## src/design/rmq_queue.sv

```systemverilog
// ----------------------------------------------------------------------------
// rmq_queue
// Small register queue between the front and the back.
// ----------------------------------------------------------------------------
module rmq_queue #(
  parameter int W     = 8,
  parameter int DEPTH = 4
) (
  input  logic         clk_i,
  input  logic         rst_ni,
  input  logic         push_i,
  input  logic [W-1:0] wdata_i,
  output logic         full_o,
  input  logic         pop_i,
  output logic         valid_o,
  output logic [W-1:0] rdata_o
);

  localparam int AW = $clog2(DEPTH);

  logic [W-1:0]  mem_q [DEPTH];
  logic [AW-1:0] wr_q, rd_q;
  logic [AW:0]   cnt_q;
  logic          do_push, do_pop;

  assign full_o  = (cnt_q == (AW+1)'(DEPTH));
  assign valid_o = (cnt_q != '0);
  assign do_push = push_i && !full_o;
  assign do_pop  = pop_i && valid_o;
  assign rdata_o = mem_q[rd_q];

  always_ff @(posedge clk_i or negedge rst_ni) begin
    if (!rst_ni) begin
      wr_q  <= '0;
      rd_q  <= '0;
      cnt_q <= '0;
    end else begin
      if (do_push) wr_q <= wr_q + 1'b1;
      if (do_pop)  rd_q <= rd_q + 1'b1;
      if (do_push && !do_pop) cnt_q <= cnt_q + 1'b1;
      else if (do_pop && !do_push) cnt_q <= cnt_q - 1'b1;
    end
  end

  always_ff @(posedge clk_i) begin
    if (do_push) mem_q[wr_q] <= wdata_i;
  end

endmodule

```

## config.mk

```make
export PLATFORM = sky130hd
export DESIGN_NAME = rmq_queue
export DESIGN_NICKNAME = d
export VERILOG_FILES = /design/src/design/rmq_queue.sv
export SDC_FILE = /design/constraint.sdc
export NUM_CORES = 1
export LEC_CHECK = 0
export BUFFER_PORTS_ARGS = -buffer_cell sky130_fd_sc_hd__buf_2
export CAP_MARGIN = 15
export CORE_MARGIN = 3
export CORE_UTILIZATION = 55
export CTS_CLUSTER_SIZE = 10
export DETAILED_ROUTE_END_ITERATION = 7
export GPL_ROUTABILITY_DRIVEN = 0
export PLACE_DENSITY = 0.86
export RECOVER_POWER = 100
export SLEW_MARGIN = 30
export SYNTH_ARGS = -nofsm -noshare
export SYNTH_HDL_FRONTEND = slang
export SYNTH_SLANG_ARGS = --single-unit
export TNS_END_PERCENT = 5
```

## constraint.sdc

```tcl
create_clock -name clk_i -period 2.5 [get_ports clk_i]
set_clock_uncertainty 0.2 [all_clocks]
set_input_delay 0.375 -clock clk_i [delete_from_list [all_inputs] [get_ports clk_i]]
set_output_delay 0.375 -clock clk_i [all_outputs]
set_load 0.02 [all_outputs]
```

## After elaboration in Yosys (flattened, before gate mapping)

Memories as Yosys holds them, arrays and structs flattened.
Index checks and enable logic that the tools add are counted.

- Flip-flop bits (word level): 7
- Memory bits (writable): 32
- Input bits: 12
- Output and inout port bits: 10
- Logic and storage cells: 22
- Memories: 1

- $add $sub $neg: 4
- Eq/ne operators: 1
- Mux-type cells: 4
- Reductions and logical operators: 9

Memory list:

| memory | depth | width | rd ports | clocked after memory_dff | write ports | RTL line | text |
|---|---|---|---|---|---|---|---|
| mem_q | 4 | 8 | 1 | 0 | 1 | 21 | `logic [W-1:0] mem_q [DEPTH];` |

Operators with widths:

| operator | number |
|---|---|
| $mux W3 | 2 |
| $add A2 B1 Y2 const B | 2 |
| $logic_and A1 B1 Y1 | 4 |
| $add A3 B1 Y3 const B | 1 |
| $eq A3 B3 Y1 const B | 1 |
| $logic_not A1 Y1 | 3 |
| $reduce_bool A3 Y1 | 1 |
| $sub A3 B1 Y3 const B | 1 |
| $mux W1 | 2 |
| $reduce_bool A2 Y1 | 1 |

## Logic depth before layout (Yosys ltp)

- Depth after elaboration: 7
- Gate-level depth with buffers: 9
- Mapped depth without buffers: 8

## Worst setup path before layout

Ideal clock, no wire load.

- Path kind: register -> register
- Start point: reg cnt_q[1]
- End point: reg cnt_q[2]
- Library setup time: 0.079 ns
- Arrival: 1.950 ns
- Data required time: 2.221 ns
- Path slack: 0.271 ns
- Stages on the path, launching flop included: 9
- Buffers on the path: 0
- Clock period less this slack: 2.229 ns
- Path through: dfrtp_1 or3_4 nand2_1 ha_1 inv_1 fa_1 xor2_1 nor2_1 xor2_1

- Elaborated cells between the ends (all ways): 14
- Those cells by class: add/sub (2); eq/ne (1); mux (2); reduce/logical (9)

RTL lines:

| element | RTL line | text |
|---|---|---|
| start, declared | 23 | `logic [AW:0] cnt_q;` |
| start signal, assigned | 40 | `if (do_push && !do_pop) cnt_q <= cnt_q + 1'b1;` |
| start signal, assigned | 41 | `else if (do_pop && !do_push) cnt_q <= cnt_q - 1'b1;` |
| $reduce_bool A3 Y1 * | 27 | `assign valid_o = (cnt_q != '0);` |
| net valid_o | 15 | `output logic valid_o,` |
| $logic_and A1 B1 Y1 * | 29 | `assign do_pop = pop_i && valid_o;` |
| $logic_not A1 Y1 | 40 |  |
| $logic_and A1 B1 Y1 | 40 |  |
| $mux W3 or $reduce_bool A2 Y1 (tied branches) | n/a |  |

Mark *: on every way through the listed nets, which the timed path passes. The rest lies on a longest branch. The select of a mux whose other input is x is not followed.
A chain may end at the register's enable or synchronous reset.

## Worst setup path in the final report

- Start point: reg rd_q[0]
- End point: out rdata_o[2]

- Cells in the longest elaborated chain, start to end: 1

Ends and longest elaborated chain:

| element | RTL line | text |
|---|---|---|
| start, declared | 22 | `logic [AW-1:0] wr_q, rd_q;` |
| start signal, assigned | 39 | `if (do_pop) rd_q <= rd_q + 1'b1;` |
| $mem_v2 Z4 W8 | n/a |  |
| end, declared | 16 | `output logic [W-1:0] rdata_o` |

No other way between the ends.

==> key figures <==
Outcome
  – Status: completed

Drt
  – WL/cell: 17.77 µm
  – Drt initial violations: 18
  – DRC: 0
  – Antenna viol nets, final: 0
  – Vias: around 760
  – Total Wirelength: approximately 2400 µm
  – Via density: between 5 and 6
  – Pre-antenna DRT Iters: 3

Synth
  – Warnings, synthesis: 0
  – Post-Synthesis Cells: 77
  – Top post-synthesis cells by area: edfxtp_1 (60%), mux4_2 (11%), dfrtp_1 (11%)
  – Post-synth top area share: roughly three fifths
  – Synth top cells by count: edfxtp_1 (32), mux4_2 (8), dfrtp_1 (7)
  – Register area share after synthesis: between 70 and 80%
  – Synth area leader: edfxtp_1
  – Post-synthesis cell type count: 20
  – Syn Nets: 95
  – EDFF count, synth: 32
  – Syn Area/Cell: just over 20 µm²
  – #FFs+latches synth: 39
  – Post-synthesis cell area: 1590 µm²
  – Commonest register cell after synthesis: edfxtp_1
  – Share of flip-flops with an asynchronous set or reset: ~18%
  – Most common cell in the synthesized netlist: edfxtp_1

Critical path
  – Crit. End Element: output port
  – Setup CP Type: reg2out
  – Worst-path fanout max: 10
  – Crit path launch type: flip-flop
  – CP arrival: 1.72 ns
  – Worst endpoint required time: about 1.9 ns

STA
  – Tcrit/Tclk final: between 90% and 100%
  – Fmax: roughly 430 MHz
  – Final setup violation count: 0
  – Final hold slack: 0.08562 ns
  – Fin. max-slew vios: 0
  – Final hold violations: 0
  – Setup tns final: 0 ns
  – Tmin final: 2.299 ns
  – Worst relative slew slack: approximately 59%
  – Unrepaired setup endpoints after global routing: no
  – Final WS setup: 0.2008 ns
  – Worst slew pin tran: roughly 0.62 ns

GRT
  – Number of global-route vias before repair: 835
  – Grt total ovfl: 0
  – Initial antenna violation count: 0
  – GRT Overall Usage: between 10% and 20%
  – Largest net degree at the start of global routing: 13
  – First-pass GRT wire length: 3981 µm

Floorplanning
  – Die area: ~3600 µm²
  – Ports: 22
  – CORE AREA: 2613 µm²
  – Die Ht: ~60 µm
  – Site row count: 18
  – Die Wd: approximately 60 µm
  – Starting Density: 60.87%

Final layout
  – Area Overhead vs Synth: 10.15%
  – Fraction of layout cells with a size suffix above 1: 27.36%
  – Post-route cell area: around 1800 µm²
  – Non-filler cells, final: between 100 and 150
  – Util after Layout: around two thirds
  – Antenna diodes: 0
  – Post-layout nets: 123

CTS
  – CTS sink count: 39
  – Root Driver: clkbuf_4
  – Clock buffer depth: 2
  – CTS tree: done
  – Htree depth: 2
  – Post-CTS Setup Inserts: 0
  – Num CTS Buffers: 5
  – Clock Pin Slew Worst Setup and Hold Paths: around 0.11 ns
  – Worst-Skew Late Latency: around 0.35 ns

Placed design
  – PortBufs: 21
  – Place WS: around 0.18 ns
  – DP Area: roughly 1700 µm²
  – Placed cell count: approximately 130

Power
  – NetSw: approximately 0.7 mW
  – Logic pwr share: between 30% and 40%
  – Total power: 2.035 mW
  – PwrDens: between 1000 and 1500 nW/µm²
  – Pleak: 0.6311 nW
  – Internal Power: between 1 and 1.5 mW
  – VDD IR max: around 790 µV
  – Sequential power share: between 40 and 50%
  – Clock share of power: ~14%
  – Switch share: roughly 35%

Flow run
  – Maxcap violations: 0

Min path
  – Worst hold-check path type: in2reg
-- area by class of cell --
cell class,count,area (µm²)
tap,30,37.54
clock buffer,6,41.29
inverter,3,11.26
clock inverter,2,8.758
multi-input combinational,32,406.6
timing repair buffer,24,110.1
sequential,39,1136
fill,184,860.8
-- cells by family (layout without fill, tap and decap cells) --
group | Yosys count | count (layout) | synth area share, %
muxes | 10 | 10 | 12.98
and+or+nand+nor | 10 | 10 | 5.114
xor gates and xnor gates | 6 | 6 | 3.304
adders and majority gates | 6 | 6 | 5.193
buffers and inverters | 6 | 35 | 1.966
DFF | 39 | 39 | 71.44
-- flip-flops by register name, indices dropped and copies added (netlist names) --
register  count
mem_q        32
rd_q          2
wr_q          2
cnt_q         3
-- what timing repair did --
item | 4_1_cts | 5_1_grt
hold endpoints to repair | 7 | 0
endpoints found under the setup margin | 0 | 0
gates resized for setup | 0 | 0
hold buffers | 1 | 0
-- path summary, 6_finish.rpt --
path,startpoint,cells after the start,end,slack [ns]
min in group asynchronous,rst_ni,2,rd_q[0],0.24
worst max register to register,cnt_q[1],8,cnt_q[2],0.20
worst min register to register,cnt_q[2],1,cnt_q[2],0.31
worst min-delay path,wdata_i[5],1,mem_q[3][5],0.09
max in group asynchronous,rst_ni,2,cnt_q[0],1.56
worst max-delay path,rd_q[0],3,rdata_o[2],0.20
-- cells in the final DEF, fill, tap and decap left out, types with 2 or more instances in the layout --
master    instances
and2_0            4
buf_2             3
xnor2_1           4
xor2_1            2
clkbuf_1         13
ha_1              5
mux4_2            8
clkbuf_4          5
inv_1             3
clkbuf_2          8
dfrtp_1           7
edfxtp_1         32
-- layer usage --
metal	GRT usage [%]	wire length, µm	share of wire [%]
met5	0	0	0
met4	7.911	46	1.9
met3	7.343	138	5.7
met2	25.62	1235	51
met1	20.09	996	41
-- worst max-delay path, stage by stage (launching register included) --
cell	delay [ns]
dfrtp_1	0.34
clkbuf_2	0.31
mux4_2	0.56
clkbuf_2	0.17
-- power groups by stage --
stage          Clock, mW  Sequential [mW]  Combinational [mW]
6_report           0.294            0.984               0.758
5_1_grt            0.332             1.00               0.825
4_1_cts            0.303            0.992               0.801
3_5_place_dp           0             1.01               0.797
3_3_place_gp           0            0.994               0.771
2_1_floorplan          0            0.955               0.622
Power figures use the tool's default switching activity.
