$ cat config.mk
export PLATFORM = sky130hd
export DESIGN_NAME = rmq_front
export DESIGN_NICKNAME = d
export VERILOG_FILES = /design/src/design/rmq_pkg.sv /design/src/design/rmq_front.sv
export SDC_FILE = /design/constraint.sdc
export NUM_CORES = 1
export LEC_CHECK = 0
export BUFFER_PORTS_ARGS = -buffer_cell sky130_fd_sc_hd__buf_2
export CAP_MARGIN = 30
export CORE_MARGIN = 1.5
export CORE_UTILIZATION = 45
export CTS_BUF_LIST = sky130_fd_sc_hd__clkbuf_16
export DETAILED_ROUTE_END_ITERATION = 6
export PLACE_DENSITY = 0.62
export SLEW_MARGIN = 0
export SYNTH_ARGS = -nofsm -noshare
export SYNTH_HDL_FRONTEND = slang
export SYNTH_SLANG_ARGS = --single-unit
$ cat constraint.sdc
create_clock -name clk_i -period 4.55 [get_ports clk_i]
set_input_delay 0.2275 -clock clk_i [delete_from_list [all_inputs] [get_ports clk_i]]
set_output_delay 0.2275 -clock clk_i [all_outputs]
set_load 0.05 [all_outputs]
$ cat src/design/rmq_pkg.sv
// ----------------------------------------------------------------------------
// rmq_pkg
// Shared types and constants for the rotation matrix to quaternion converter.
// ----------------------------------------------------------------------------
package rmq_pkg;

  localparam int ELEM_W      = 16;
  localparam int NUM_W       = ELEM_W + 1;
  localparam int QUEUE_DEPTH = 4;

  typedef struct packed {
    logic signed [ELEM_W-1:0] e00;
    logic signed [ELEM_W-1:0] e01;
    logic signed [ELEM_W-1:0] e02;
    logic signed [ELEM_W-1:0] e10;
    logic signed [ELEM_W-1:0] e11;
    logic signed [ELEM_W-1:0] e12;
    logic signed [ELEM_W-1:0] e20;
    logic signed [ELEM_W-1:0] e21;
    logic signed [ELEM_W-1:0] e22;
  } in_t;

  typedef struct packed {
    logic signed [ELEM_W-1:0] qi;
    logic signed [ELEM_W-1:0] qj;
    logic signed [ELEM_W-1:0] qk;
    logic signed [ELEM_W-1:0] qw;
    logic                     degenerate;
  } out_t;

  // component that carries the root itself
  typedef enum logic [1:0] {
    SEL_I = 2'd0,
    SEL_J = 2'd1,
    SEL_K = 2'd2,
    SEL_W = 2'd3
  } sel_e;

  typedef struct packed {
    sel_e sel;
    logic deg;
  } cls_t;

  typedef logic signed [NUM_W-1:0] num_t;

  typedef struct packed {
    num_t n0;
    num_t n1;
    num_t n2;
  } nums_t;

endpackage

$ cat src/design/rmq_front.sv
// ----------------------------------------------------------------------------
// rmq_front
// Takes a matrix word, picks the branch, forms radicand and numerators.
// ----------------------------------------------------------------------------
module rmq_front #(
  parameter int FRAC_BITS = 14
) (
  input  logic                clk_i,
  input  logic                rst_ni,
  input  logic                in_valid_i,
  output logic                in_stall_o,
  input  rmq_pkg::in_t        in_i,
  output logic                fwd_valid_o,
  input  logic                fwd_full_i,
  output rmq_pkg::cls_t       cls_o,
  output rmq_pkg::nums_t      nums_o,
  output logic [((FRAC_BITS > 17) ? FRAC_BITS : 17):0] rad_o
);
  import rmq_pkg::*;

  localparam int RW  = ((FRAC_BITS > 17) ? FRAC_BITS : 17) + 1;
  localparam int RSW = RW + 1;
  localparam logic signed [RSW-1:0] ONE = RSW'(1) << FRAC_BITS;

  logic signed [RSW-1:0] a00, a11, a22, tr, r;
  cls_t  cls;
  nums_t nums;
  logic  accept, moved;

  logic          valid_q;
  cls_t          cls_q;
  nums_t         nums_q;
  logic [RW-1:0] rad_q;

  assign a00 = RSW'(in_i.e00);
  assign a11 = RSW'(in_i.e11);
  assign a22 = RSW'(in_i.e22);
  assign tr  = a00 + a11 + a22;

  always_comb begin
    if (!tr[RSW-1] && (tr != '0)) begin
      cls.sel = SEL_W;
      r       = ONE + tr;
      nums.n0 = NUM_W'(in_i.e12) - NUM_W'(in_i.e21);
      nums.n1 = NUM_W'(in_i.e20) - NUM_W'(in_i.e02);
      nums.n2 = NUM_W'(in_i.e01) - NUM_W'(in_i.e10);
    end else if ((in_i.e00 > in_i.e11) && (in_i.e00 > in_i.e22)) begin
      cls.sel = SEL_I;
      r       = ONE + a00 - a11 - a22;
      nums.n0 = NUM_W'(in_i.e10) + NUM_W'(in_i.e01);
      nums.n1 = NUM_W'(in_i.e20) + NUM_W'(in_i.e02);
      nums.n2 = NUM_W'(in_i.e12) - NUM_W'(in_i.e21);
    end else if (in_i.e11 > in_i.e22) begin
      cls.sel = SEL_J;
      r       = ONE + a11 - a00 - a22;
      nums.n0 = NUM_W'(in_i.e10) + NUM_W'(in_i.e01);
      nums.n1 = NUM_W'(in_i.e21) + NUM_W'(in_i.e12);
      nums.n2 = NUM_W'(in_i.e20) - NUM_W'(in_i.e02);
    end else begin
      cls.sel = SEL_K;
      r       = ONE + a22 - a00 - a11;
      nums.n0 = NUM_W'(in_i.e20) + NUM_W'(in_i.e02);
      nums.n1 = NUM_W'(in_i.e21) + NUM_W'(in_i.e12);
      nums.n2 = NUM_W'(in_i.e01) - NUM_W'(in_i.e10);
    end
    cls.deg = r[RSW-1] || (r == '0);
  end

  assign in_stall_o = valid_q && fwd_full_i;
  assign accept     = in_valid_i && !in_stall_o;
  assign moved      = valid_q && !fwd_full_i;

  always_ff @(posedge clk_i or negedge rst_ni) begin
    if (!rst_ni) begin
      valid_q <= 1'b0;
    end else if (accept) begin
      valid_q <= 1'b1;
    end else if (moved) begin
      valid_q <= 1'b0;
    end
  end

  always_ff @(posedge clk_i) begin
    if (accept) begin
      cls_q  <= cls;
      nums_q <= nums;
      rad_q  <= r[RW-1:0];
    end
  end

  assign fwd_valid_o = valid_q;
  assign cls_o       = cls_q;
  assign nums_o      = nums_q;
  assign rad_o       = rad_q;

endmodule

Word level (Yosys, flattened, before mapping)

Cells that the tools add are included.

Register bits: 73
Logic and storage cells: 50

Add/subtract/negate cells: 18
$lt $le $gt $ge: 3
Mux-type cells: 10
Reduce and logical (&&, ||, !) cells: 12

Operators with widths:

| kind                   | number |
|---|---|
| $mux 51                | 3 |
| $add 16x16->17         | 4 |
| $mux 19                | 3 |
| $sub 18x16->19         | 3 |
| $sub 17x16->18         | 3 |
| $add 16x16->17 const A | 3 |
| $sub 16x16->17         | 3 |
| $gt 16x16->1           | 3 |
| $add 16x18->19 const A | 1 |
| $logic_not 19->1       | 1 |
| $reduce_bool 19->1     | 1 |
| $add 17x16->18         | 1 |
| $logic_and 1x1->1      | 5 |
| $mux 2                 | 2 |
| $logic_not 1->1        | 3 |
| $mux 1                 | 2 |
| $reduce_bool 2->1      | 1 |
| $logic_or 1x1->1       | 1 |

Longest topological paths before layout

Gate-level depths: netlist of run 1.

Depth after elaboration: 8
Mapped depth: 22
Depth with buffers taken out: 20

Worst setup path after synthesis of run 1

No wires, ideal clock.

Path type: register to register
Start point: register valid_q, in the netlist fwd_valid_o
End point: register cls_q (netlist bit cls_o[0]), enable pin
Library setup time: 0.510 ns
Arrival time: 4.228 ns
Slack: -0.187 ns
Cell stages (with the launch flop): 3
Path buffers: 0
Clock period less this slack: 4.737 ns
Cell sequence: dfrtp_1 and2_1 nor2b_1

Longest elaborated chain between the ends: 3

Ends and longest elaborated chain:

| what                   | line            | source |
|---|---|---|
| from (decl)            | rmq_front.sv:30 | `logic valid_q;` |
| from (signal assigned) | rmq_front.sv:75 | `valid_q <= 1'b0;` |
| from (signal assigned) | rmq_front.sv:77 | `valid_q <= 1'b1;` |
| from (signal assigned) | rmq_front.sv:79 | `valid_q <= 1'b0;` |
| $logic_and 1x1->1      | rmq_front.sv:69 | `assign in_stall_o = valid_q && fwd_full_i;` |
| named net in_stall_o   | rmq_front.sv:11 | `output logic in_stall_o,` |
| $logic_not 1->1        | rmq_front.sv:70 | `assign accept = in_valid_i && !in_stall_o;` |
| $logic_and 1x1->1      | rmq_front.sv:70 |  |
| named net accept       | rmq_front.sv:28 | `logic accept, moved;` |
| to (signal assigned)   | rmq_front.sv:85 | `cls_q <= cls;` |
| to (decl)              | rmq_front.sv:31 | `cls_t cls_q;` |

The timed path passes the listed nets, and every way through them passes these cells.
A chain may end at the register's enable or synchronous reset.

==> impl_metrics.tcl, run 1 <==
set metrics [dict create \
    synth_seq_cells 73 \
    yosysMostFrequentCell "ha_1" \
    cts_buffers 9 \
    post-route-min-period_ps 4230 \
    outcome "finished, final reports clean" \
    drive_gt1_share_pct 18.7 \
    drt_iter0_markers 872 \
    die-area_um2 34500 \
    crit_type "input port to flop" \
    reg2reg_depth 4 \
    finalSetupViolCount 0 \
    hp-start "in_valid_i" \
    hpwl_um 38600 \
    clock_sinks 73 \
    max-cap-violations 0 \
    nets 2575 \
    yosysTopAreaCell "ha_1" \
    p_leak_nw 8.59 \
    drt.antenna.violating_nets 0 \
    max_slew_margin_pct 29.1 \
    finalWeightedCongestion 0.957 \
    synthDistinctLibCells 84 \
    cp.buffers_inverters 5 \
    ys_top_cells_by_count "ha_1, inv_1, a21oi_1" \
    fmax_mhz 236 \
    synth_top_flop_cell "edfxtp_1" \
    max_stage_delay_ps 510 \
    cts-htree-levels 3 \
    fin_crit_sh_pct 93.0 \
    whs_ps 77.1 \
    synth_area_um2 15000 \
    vias_per_cell 5.47 \
    placementRows 66 \
    clockRootBuffer "clkbuf_16" \
    synth-seq-area-share_pct 14.5 \
    dp_cells 2484 \
    netlist_top_cells_area "ha_1, edfxtp_1, fa_1" \
    fin_ws_ps 318 \
    io_pins 222 \
    synth_edf_count 72 \
    reg2reg_to "nums_o[13]" \
    post_cts_buffers 0 \
    crit_top_cell "inv_1" \
    overflow 0 \
    required_ps 4660 \
    die_w_um 186 \
    vdd_ir_drop_max_uv 211 \
    drc 0 \
    fin_cells 2503 \
    avgSynthCellArea_um2 8.57 \
    end_kind "flop" \
    die_h_um 186 \
    synthCells 1757 \
    path_cells "buf_2, inv_1, fa_1, inv_1, ha_1, a21oi_1, a211oi_1, o21ai_1, nand4b_1, a21oi_1, o21ai_0, xnor2_1, inv_1, ha_1, nor3b_1, nand4b_1, and2_1, buf_4, mux2i_1, a2111oi_2, a21o_1" \
    core_area_um2 32700 \
    syn-num-nets 2277 \
    syn_to_final_growth_pct 18.3 \
    startpoint_type "input port" \
    worst-path-stages 21 \
    hp-class "input port to flop" \
    hold_depth 2 \
    cts_tree "built" \
    rsz0062_at_grt "false" \
    slew_viol_final 0 \
    grt_max_degree 42 \
    p_per_area_nw_per_um2 335 \
    clk_pin_slew_ps 60 \
    drt-pass1-iter-count 5 \
    min_to "fwd_valid_o" \
    grt_pass1_vias 13300 \
    finalSetupTns_ps 0 \
    cts_max_path_buffers 2 \
    track_usage_pct 26.5 \
    place_ws_ps -91.8 \
    clk_latency_ps 360 \
    final_core_util_pct 54.5 \
    start_util_pct 46.0 \
    synth_top_cell_area_share_pct 24.4 \
    crit_family "compound AO/OA/AOI/OAI gates" \
    wirelength_um 45900 \
    reg2reg_slack_ps 2870 \
    grt_antenna_before_repair 2 \
    grt_pass1_wl_um 70500 \
    ys_warn_count 0 \
    worstReg2RegStart "fwd_valid_o" \
    arrival_ps 4350 \
    finalHoldViolations 0 \
    routedWlPerCell_um 18.4 \
    synth-async-reset-ratio_pct 1.37 \
    numPortBuffers 221 \
    via_count 13700 \
    skew_ps 5.76 \
    crit_path_top_delay_cell "fa_1" \
    worst_pin_slew_ps 1040 \
    worstPathMaxFanout 6 \
]
[metal layers]
layer	wire, um	vias to the layer above	track usage [%]
met5	13	-	0
met4	987	2	6.45
met3	3240	56	5.17
met2	20500	443	42.1
met1	21200	6439	37.0
li1	-	6760	-
[cells by family after synthesis]
logic type | count (synthesis) | synth area share, %
and+or+nand+nor | 439 | 15.0
xor gates and xnor gates | 121 | 7.04
AOI/OAI and AO/OA | 444 | 19.4
adders and majority gates | 372 | 34.8
muxes | 33 | 2.27
DFF | 73 | 14.5
buffers and inverters | 275 | 6.92
[cell usage in the layout, fill, tap and decap left out, types with 24 or more instances in the layout]
cell type / n
nand2_1: 105
mux2i_1: 24
edfxtp_1: 72
buf_2: 221
xnor2_1: 96
nor2b_1: 28
a21oi_1: 121
nand2b_1: 26
o21ai_0: 98
ha_1: 294
nor3_1: 43
nor2_1: 92
nand3_1: 42
xor2_1: 24
inv_1: 228
fa_1: 78
buf_4: 109
[flip-flops by register name, indices dropped and copies added, names as in the netlist]
register	flops
rad_o	18
cls_o	3
nums_o	51
fwd_valid_o	1
[power by group]
group | internal, mW | leakage, nW | switching [mW]
sequential | 0.960 | 0.697 | 0.0495
clock | 0.481 | 0.153 | 0.327
combinational | 1.61 | 7.74 | 2.54
total | 3.05 | 8.59 | 2.92
[stage by stage]
step / instance area, um2 / power [mW]
2_1_floorplan: 15100 / 3.79
3_3_place_gp: 17400 / 5.05
3_5_place_dp: 17400 / 5.08
4_1_cts: 17800 / 5.92
5_1_grt: 17800 / 6.39
6_report: 17800 / 5.96
[final cells by class]
cell class / instances / area, um2
fill: 3117 / 14900
clock inverter: 7 / 96.3
multi-input combinational: 1409 / 11900
inverter: 227 / 852
antenna: 1 / 2.50
sequential: 73 / 2190
tap: 442 / 553
clock buffer: 9 / 225
timing repair buffer: 335 / 2010
[repair_timing]
action | CTS | global route
gates resized for setup | 0 | 4
hold buffers | 1 | 0
setup endpoints to repair | 0 | 1
endpoints found under the hold margin | 1 | 0
[how the worst max path moves through the flow]
stage | endpoint | from
floorplan | nums_o[15] | in_i[1]
global placement | cls_o[0] | in_i[1]
detailed placement | cls_o[0] | in_i[1]
CTS | cls_o[0] | in_i[1]
global route | cls_o[0] | in_i[7]
finish | cls_o[0] | in_i[132]
No activity file was read; power rests on OpenSTA's default activity.
==> inputs of run 2 (changes only) <==
--- a/config.mk
+++ b/config.mk
@@ -5,7 +5,7 @@
 export SDC_FILE = /design/constraint.sdc
 export NUM_CORES = 1
 export LEC_CHECK = 0
-export BUFFER_PORTS_ARGS = -buffer_cell sky130_fd_sc_hd__buf_2
+export BUFFER_PORTS_ARGS = -buffer_cell sky130_fd_sc_hd__clkbuf_2
 export CAP_MARGIN = 30
 export CORE_MARGIN = 1.5
 export CORE_UTILIZATION = 45
==> constraint.sdc (replaced) <==
create_clock -name clk_i -period 4.55 [get_ports clk_i]
set_input_delay 0.91 -clock clk_i [delete_from_list [all_inputs] [get_ports clk_i]]
set_output_delay 0.91 -clock clk_i [all_outputs]
set_load 0.05 [all_outputs]
==> impl_metrics.tcl, run 2 (synthesis results as in run 1) <==
set metrics [dict create \
    end_kind "flop" \
    die_w_um 186 \
    cts-htree-levels 3 \
    wl_met3_um 2720 \
    violations "setup timing" \
    numPortBuffers 221 \
    grt_pass1_vias 14200 \
    cts_buffers 9 \
    required_ps 4770 \
    syn_to_final_growth_pct 32.5 \
    io_pins 222 \
    worstPathMaxFanout 5 \
    crit_path_start "in_i[130]" \
    startpoint_type "input port" \
    vias_per_cell 5.36 \
    overflow 0 \
    max-cap-violations 0 \
    drive_gt1_share_pct 29.2 \
    wirelength_um 47300 \
    fin_crit_sh_pct 101 \
    grt_pass1_wl_um 73000 \
    outcome "complete, but fails checks" \
    cts_max_path_buffers 2 \
    vdd_ir_drop_max_uv 279 \
    worst_pin_slew_ps 867 \
    hpwl_um 39800 \
    final_common_cell "buf_4" \
    slew_viol_final 0 \
    arrival_ps 4800 \
    nets 2792 \
    track_usage_pct 27.2 \
    placementRows 66 \
    top_layer_used "met4" \
    placed_area_um2 19000 \
    clock_sinks 73 \
    drc 0 \
    clk_latency_ps 350 \
    largest_register_ffs 51 \
    core_area_um2 32700 \
    cts_tree "built" \
    crit_type "input port to flop" \
    p_leak_nw 9.78 \
    die_h_um 186 \
    design_area_um2 19900 \
    whs_ps 329 \
    dr_wl_met2_um 21800 \
    worstReg2RegStart "fwd_valid_o" \
    die-area_um2 34500 \
    finalWeightedCongestion 0.940 \
    path_cells "clkbuf_2, fa_2, ha_1, ha_2, inv_1, fa_2, nor2b_1, o31a_1, o311a_1, o221ai_2, xor2_1, nor2_1, o31a_1, a21oi_2, nand4_1, a2111oi_4, a21o_1" \
    ctsHoldBuffers 0 \
    start_util_pct 46.0 \
    via_count 14600 \
    max_stage_delay_ps 660 \
    clk_pin_slew_ps 60 \
    max_slew_margin_pct 41.4 \
    rsz0062_at_grt "true" \
    grt_antenna_before_repair 1 \
    skew_ps 10.3 \
    routedWlPerCell_um 17.4 \
    fmax_mhz 218 \
    drt_iter0_markers 996 \
    drt.antenna.violating_nets 0 \
    hp-class "input port to asynchronous set/reset pin" \
    p_per_area_nw_per_um2 333 \
    crit_path_top_delay_cell "fa_2" \
    drt-pass1-iter-count 7 \
    mostFrequentLayoutCells "buf_4, ha_1, inv_1" \
    fin_ws_ps -34.5 \
    clockRootBuffer "clkbuf_16" \
    finalHoldViolations 0 \
    finalSetupViolCount 3 \
    grt_max_degree 73 \
    post-route-min-period_ps 4580 \
    wl_met1_um 21700 \
]
[run 2: routing by layer]
layer / vias up / global-route usage, %
met5: - / 0
met4: 0 / 7.65
met3: 66 / 3.93
met2: 417 / 44.9
met1: 6900 / 36.9
li1: 7189 / -
[run 2: path summary, 6_finish.rpt]
| path | end | slack (ps) | cells past startpoint |
|---|---|---|---|
| min in group clk_i | fwd_valid_o | 700 | 2 |
| worst max-delay path | cls_o[0] | -30 | 17 |
| worst min-delay path | fwd_valid_o | 330 | 1 |
| worst max register to register | nums_o[49] | 2990 | 4 |
| worst min register to register | fwd_valid_o | 700 | 2 |
| max in group asynchronous | fwd_valid_o | 4130 | 1 |
[run 2: worst max-delay path, delay by kind of cell]
kind | cells | cell delay (ps)
and+or+nand+nor | 3 | 290
AOI/OAI and AO/OA | 7 | 1860
adders and majority gates | 4 | 1360
buffers and inverters | 2 | 200
xor gates and xnor gates | 1 | 180
[run 2: layout make-up]
| cell class | count | area, um2 |
|---|---|---|
| fill | 2984 | 12800 |
| sequential | 73 | 2190 |
| antenna | 1 | 2.50 |
| clock inverter | 7 | 62.6 |
| clock buffer | 9 | 225 |
| multi-input combinational | 1409 | 12300 |
| tap | 442 | 553 |
| inverter | 227 | 858 |
| timing repair buffer | 552 | 3740 |
[run 2: stage by stage]
| step | cells | worst slack (ps) | TNS (ps) | util [%] | power (mW) |
|---|---|---|---|---|---|
| finish | 2720 | -34.5 | -63.1 | 61.0 | 6.64 |
| detailed placement | 2675 | -552 | -23590 | 58.0 | 5.56 |
| CTS | 2704 | -10.3 | -19.7 | 59.6 | 6.41 |
| floorplan | 1757 | 11.8 | 0 | - | 3.83 |
| global route | 2720 | -221 | -3590 | 61.0 | 7.10 |
| global placement | 2675 | -470 | -18870 | 58.0 | 5.52 |
[run 2: what timing repair did]
action | 4_1_cts | 5_1_grt
resized for setup | 23 | 70
cloned | 1 | 0
pin swaps | 23 | 35
setup endpoints to repair | 34 | 64
setup buffers | 13 | 15
endpoints found under the hold margin | 0 | 0
[run 2: power by group]
part | switching [mW] | internal, mW
registers | 0.0529 | 0.961
logic | 2.77 | 2.15
clock network | 0.289 | 0.419
